File: config.mk
export PLATFORM = sky130hd
export DESIGN_NAME = additive_feedback_word_decrypt_unit
export DESIGN_NICKNAME = d
export VERILOG_FILES = /design/src/afwd_pkg.sv /design/src/afwd_key_derive.sv /design/src/afwd_xor_feedback.sv /design/src/additive_feedback_word_decrypt_unit.sv
export SDC_FILE = /design/constraint.sdc
export NUM_CORES = 1
export LEC_CHECK = 0
export BUFFER_PORTS_ARGS = -buffer_cell sky130_fd_sc_hd__buf_2
export CORE_MARGIN = 3
export CORE_UTILIZATION = 45
export DETAILED_ROUTE_END_ITERATION = 8
export GPL_TIMING_DRIVEN = 0
export PLACE_DENSITY = 0.66
export SETUP_SLACK_MARGIN = 0.05
export SYNTH_ARGS = -nofsm -noshare
export SYNTH_HDL_FRONTEND = slang
export SYNTH_SLANG_ARGS = --single-unit
File: constraint.sdc
create_clock -name clk -period 11.9 [get_ports clk]
set_input_delay 1.785 -clock clk [delete_from_list [all_inputs] [get_ports clk]]
set_output_delay 1.785 -clock clk [all_outputs]
set_load 0.01 [all_outputs]
File: src/afwd_pkg.sv
// afwd_pkg: item types and key mixing constants for the word decrypt unit
// no dependencies; used by every module of the block
package afwd_pkg;

  localparam int unsigned WordW = 64;
  localparam int unsigned SeedW = 32;
  localparam int unsigned HalfW = 32;
  localparam int unsigned LaneW = 16;
  localparam int unsigned Lanes = WordW / LaneW;

  // key mixing constants
  localparam logic [HalfW-1:0] MixC1 = 32'h5D58_8B65;
  localparam logic [HalfW-1:0] MixC2 = 32'hCA62_C1D6;
  localparam logic [HalfW-1:0] MixC3 = 32'h8F1B_BCDC;
  localparam logic [HalfW-1:0] MixC4 = 32'h6C07_8965;

  typedef struct packed {
    logic [WordW-1:0] cipher_word;
    logic             first_word;
    logic [SeedW-1:0] entry_seed;
    logic             last_word;
  } in_item_t;

  typedef struct packed {
    logic [WordW-1:0] plain_word;
    logic             last_out;
  } out_item_t;

  // result of the combinational decrypt path
  typedef struct packed {
    logic [WordW-1:0] plain;
    logic [WordW-1:0] key_next;
  } xf_res_t;

endpackage

File: src/afwd_key_derive.sv
// afwd_key_derive: derives a fresh 64-bit key from a 32-bit entry seed
// depends on afwd_pkg for widths and mixing constants
module afwd_key_derive (
  input  logic [afwd_pkg::SeedW-1:0] seed,
  output logic [afwd_pkg::WordW-1:0] key
);

  logic [afwd_pkg::HalfW-1:0] lo0, hi0, lo1, hi1;

  // chained add / xor mixing, low half then high half
  always_comb begin
    lo0 = (seed + afwd_pkg::MixC1) ^ seed;
    hi0 = (seed + afwd_pkg::MixC2) ^ lo0;
    lo1 = (lo0 + afwd_pkg::MixC3) ^ hi0;
    hi1 = (hi0 + afwd_pkg::MixC4) ^ lo1;
    key = {hi1, lo1};
  end

endmodule

File: src/afwd_xor_feedback.sv
// afwd_xor_feedback: xors a cipher word with the key and folds the plain
// word back into the key lane by lane; depends on afwd_pkg
module afwd_xor_feedback (
  input  logic [afwd_pkg::WordW-1:0] cipher,
  input  logic [afwd_pkg::WordW-1:0] key,
  output afwd_pkg::xf_res_t          res
);

  logic [afwd_pkg::WordW-1:0] plain;
  logic [afwd_pkg::WordW-1:0] key_next;

  assign plain = cipher ^ key;

  // independent 16-bit lane adds, each wrapping
  always_comb begin
    for (int k = 0; k < afwd_pkg::Lanes; k++) begin
      key_next[k*afwd_pkg::LaneW +: afwd_pkg::LaneW] =
        key[k*afwd_pkg::LaneW +: afwd_pkg::LaneW] +
        plain[k*afwd_pkg::LaneW +: afwd_pkg::LaneW];
    end
  end

  assign res.plain    = plain;
  assign res.key_next = key_next;

endmodule

File: src/additive_feedback_word_decrypt_unit.sv
// additive_feedback_word_decrypt_unit: top level, input register, key
// register and result register; depends on afwd_pkg, afwd_key_derive, afwd_xor_feedback
//
// Takes one cipher word per clock and returns one plain word per clock
// while the result side does not stall; each word passes the input register,
// then the result register. The running key lives in a single register that is updated in
// the same cycle a word moves from the input register into the result
// register, so consecutive words of an entry follow each other with no
// gap. A word flagged first_word uses a key freshly derived from its
// entry_seed; other words use the key left by the previous word. After
// reset the key is zero. Backpressure on the result side holds both
// registers; the input side still takes a word while a result waits as
// long as the input register is free.
module additive_feedback_word_decrypt_unit (
  input  logic                clk,
  input  logic                rst_n,
  input  logic                in_valid,
  output logic                in_ready,
  input  afwd_pkg::in_item_t  in_data,
  output logic                out_valid,
  input  logic                out_ready,
  output afwd_pkg::out_item_t out_data
);

  afwd_pkg::in_item_t         s1_r;
  logic                       s1_vld_r, s1_vld_nxt;
  logic                       out_vld_r, out_vld_nxt;
  afwd_pkg::out_item_t        out_r;
  logic [afwd_pkg::WordW-1:0] key_r, key_nxt;
  logic [afwd_pkg::WordW-1:0] derived_key;
  logic [afwd_pkg::WordW-1:0] use_key;
  afwd_pkg::xf_res_t          xf;
  logic                       adv;

  // handshake control
  assign adv        = s1_vld_r && (!out_vld_r || out_ready);
  assign in_ready   = !s1_vld_r || adv;
  assign s1_vld_nxt = in_ready ? in_valid : s1_vld_r;
  assign out_vld_nxt = adv ? 1'b1 : (out_ready ? 1'b0 : out_vld_r);

  // key selection and decrypt path
  afwd_key_derive u_derive (
    .seed (s1_r.entry_seed),
    .key  (derived_key)
  );

  assign use_key = s1_r.first_word ? derived_key : key_r;

  afwd_xor_feedback u_xf (
    .cipher (s1_r.cipher_word),
    .key    (use_key),
    .res    (xf)
  );

  assign key_nxt = adv ? xf.key_next : key_r;

  // control and key registers
  always_ff @(posedge clk) begin
    if (!rst_n) begin
      s1_vld_r  <= 1'b0;
      out_vld_r <= 1'b0;
      key_r     <= '0;
    end else begin
      s1_vld_r  <= s1_vld_nxt;
      out_vld_r <= out_vld_nxt;
      key_r     <= key_nxt;
    end
  end

  // payload registers
  always_ff @(posedge clk) begin
    if (in_valid && in_ready) begin
      s1_r <= in_data;
    end
    if (adv) begin
      out_r.plain_word <= xf.plain;
      out_r.last_out   <= s1_r.last_word;
    end
  end

  assign out_valid = out_vld_r;
  assign out_data  = out_r;

  // a held input word is never overwritten while the result side stalls
  a_hold_in: assert property (@(posedge clk) disable iff (!rst_n)
    (s1_vld_r && out_vld_r && !out_ready) |-> !in_ready)
    else $error("input register overwritten during stall");

  // the key only moves when a word advances
  a_key_stable: assert property (@(posedge clk) disable iff (!rst_n)
    !adv |=> $stable(key_r))
    else $error("key changed without a word advancing");

  // a word that advances always yields a result next cycle
  a_adv_result: assert property (@(posedge clk) disable iff (!rst_n)
    adv |=> out_vld_r)
    else $error("advanced word produced no result");

endmodule
==> results list <==
- Status: completed
* Hold/Removal Path Class: flop to flop
- The first TritonRoute pass finished after 5 iterations.
* Required time worst endpoint: 12390 ps
- Entering global routing, the biggest net connects 52 pins.
- Number of sinks handled by clock tree synthesis: 229
- Via Count: 12575
- STA classifies the critical path endpoint as a flop.
- Setup slack of the worst register-to-register path: 3340 ps
* Cell taking the most area after synthesis: edfxtp_1
- Global routing used 24.6% of the available tracks.
- The worst register-to-register path ends at key_r[47].
* Portion of the post-synthesis area used by sequential elements: 41.5%
- Final routed wirelength across all metal layers: 44.6 mm
- The die covers 35500 µm².
* Critical Path End: key_r[47]
- Most frequent standard cell in the layout excluding fill and tap cells: buf_2
* Clock Tree Root: clkbuf_16
- The startpoint identified for the worst register-to-register timing path is s1_r[33].
- Maximum VDD drop: 0.000114 V
- The count of final hold-check violations came to 0.
* Portion of total power attributed to combinational logic: 28.5%
- The first global-routing pass estimated 68.7 mm of wire.
* TritonCTS clock tree: built
- Worst setup path startpoint: s1_r[33]
* Highest clock rate: 117 MHz
* Sequential fraction of design power: 39.7%
* Number of filler cells placed in the layout: 3051
- The region available for standard cell placement spans 32700 µm².
- From synthesis to final layout, the design area changed by 15.2%.
* Post-synth ARST share: 0%
- Clock period minus final worst setup slack: 8560 ps
- Of the total power, the share spent switching nets is 31.4%.
- Number of setup buffers added after CTS: 0
- Largest fanout of any net on the critical path: 10
- Number of synthesized register bits: 229
- Worst Clk Skew: 17.5 ps
- Effective utilization at floorplan: 45.8%
- Period utilization: 71.9%
- Hold Path Depth: 0
- Post-synth design cell area: 15000 µm²
- I/O pin count: 169
- Number of H-tree levels: 1
- Setup-violating endpoint count in the final report: 0
- Final core occ: 52.7%
* Post-detailed-route count of antenna-violating nets: 0
- Total DRC errors in the routed layout: 0
* Post-Synthesis Mean Instance Area: 9.43 µm²
- Worst Path Arrival: 9050 ps
- In this run, the clock network consumes 31.8% of the power.
- Buffers placed on the I/O ports in this run total 168.
- Final Total Pwr: 2.45 mW
- Clock buffer count from CTS: 26
* Final sum of negative setup slack: 0 ps
- Post-Synthesis Net Count: 1751
* Area share of the leading cell type in the synthesized netlist: 32.7%
* Int Pwr: 1.68 mW
- In the routed layout, each cell is associated on average with a via count of 5.59.
- The tool flagged a number of max-cap violations equal to 0.
* Count of instances resized after the clock tree is built: 0
* Post-Synthesis Cells: 1588
- Top library cells by usage in the layout, fill and taps aside: buf_2 (179), edfxtp_1 (163), inv_1 (155)
* Die Span Y: 188 µm
- In this run the horizontal extent of the chip is 188 µm.
- Top area cells in the synthesized netlist: edfxtp_1 (33%), xnor2_1 (9.0%), dfxtp_1 (8.8%), ha_1 (5.1%), inv_1 (3.9%)
- Unrepaired setup endpoints after global routing: false
- The via count of the first global-routing pass is 12351.
* Diode count: 0
* Slew Limit Headroom: 29.0%
* Count of yosys warnings during synthesis: 0
- Most common flop cell mapped by yosys: edfxtp_1
- Number of library cell types mapped by synthesis: 91
- Setup crit start kind: flop
- Clock-pin slew of the registers on the worst-case setup and hold paths: 60 ps
- Number of synthesized flops with an enable pin: 163
- The net count of the finished layout is 1949.
* Remaining global-route overflow: 0
- In this run, post-CTS hold repair placed 0 buffers.
* Power per Cell Area: 142 nW/µm²
- After the first detailed-routing iteration, the DRC count stood at 788.
* Antenna violations before repair: 0
- At the pin with the least slew margin, the transition time is 1050 ps.
* Share of cells above drive strength 1: 14.6%
- Weighted congestion at the end of routability-driven global placement: 0.939
* Total half-perimeter wirelength after legalization and detailed placement: 33.7 mm
- The final count of pins violating max slew is 0.
* Worst Reg-to-Reg Cells: 23
- Net Sw Power: 0.767 mW
* Start-to-end type of the worst setup path: flop to flop
* # rows: 66
- Summed over all cells, the static leakage comes to 7.05 nW.
- Clock latency on the worst-skew pair, taken at its later pin, is 550 ps.
* Clock Path Buffers: 3
- In the final routed layout, each cell accounts on average for 19.8 µm.
## registers in the layout, summed over array words and instances (netlist names)
| register | count |
|---|---|
| key_r | 64 |
| out_data | 65 |
| out_valid | 1 |
| s1_r | 98 |
| s1_vld_r | 1 |
## cell families after synthesis
kind of cell	synth area share, %
adder cells (fa/ha/maj)	5.10
XOR/XNOR	12.5
multiplexers	2.76
AND/OR/NAND/NOR	14.1
AO/OA/AOI/OAI	18.1
flip-flops	41.5
buffers and inverters	5.93
## cell type report
class / instances / area, µm² / area share (%)
tap: 442 / 553 / 3.21
clock buffer: 31 / 679 / 3.94
buffer: 73 / 299 / 1.73
multi-input combinational: 1128 / 7870 / 45.6
sequential: 229 / 6220 / 36.0
inverter: 158 / 593 / 3.44
clock inverter: 17 / 146 / 0.849
timing repair buffer: 170 / 888 / 5.15
## stage by stage
step,area [µm²],setup WS [ps],instances,hold WS (ps)
2_1_floorplan,15000,6650,1588,400
3_3_place_gp,16400,3560,2198,412
3_5_place_dp,16400,3540,2200,407
4_1_cts,17200,3480,2248,422
5_1_grt,17200,2980,2248,424
6_report,17200,3340,2248,419
## power by group through the flow
| stage | combinational (mW) | clock [mW] | sequential, mW |
|---|---|---|---|
| after floorplan | 0.502 | 0 | 0.988 |
| after global placement | 0.677 | 0 | 0.988 |
| after detailed placement | 0.690 | 0 | 0.985 |
| after CTS | 0.696 | 0.796 | 0.970 |
| after global routing | 0.769 | 0.825 | 0.977 |
| final | 0.698 | 0.778 | 0.970 |
## cell usage after synthesis (11+ instances only)
cell type,count
a211oi_1,42
a21oi_1,94
a31oi_1,29
and3_1,19
buf_2,11
clkbuf_1,53
dfxtp_1,66
edfxtp_1,163
ha_1,61
inv_1,155
mux2_2,14
mux2i_1,21
nand2_1,110
nand2b_1,19
nand3_1,44
nor2_1,139
nor2b_1,14
nor3_1,29
nor4_1,11
o211ai_1,14
o21ai_0,72
o31ai_1,15
xnor2_1,154
xor2_1,28
## critical path, cell delays in order (launching register included)
cell	delay, ps
edfxtp_1	430
clkbuf_1	650
clkbuf_1	680
buf_1	710
clkbuf_1	670
buf_1	630
buf_1	560
buf_1	700
clkbuf_1	570
nor2b_1	120
ha_1	260
nand2_1	90
nor3b_1	270
o31ai_1	100
a21oi_1	160
o31ai_1	120
a211oi_1	290
a21oi_1	120
a41o_1	310
o221a_2	280
o311ai_0	410
xnor2_1	160
nor2_1	50
nor2_1	120
## per-layer routing
layer	vias to the layer above	wire (µm)	GRT usage (%)
met2	371	21800	43.5
met1	6008	18900	31.3
met3	83	2440	3.65
met5	-	0	0
met4	0	1420	7.13
li1	6113	-	-
## worst min path at each step
| stage | startpoint | to | slack [ps] |
|---|---|---|---|
| floorplan | s1_r[0] | out_data[0] | 400 |
| finish | s1_r[0] | out_data[0] | 420 |
| global route | s1_r[0] | out_data[0] | 420 |
| CTS | s1_r[0] | out_data[0] | 420 |
| global placement | s1_r[0] | out_data[0] | 410 |
| detailed placement | s1_r[0] | out_data[0] | 410 |
(Power assumes the default switching activity.)
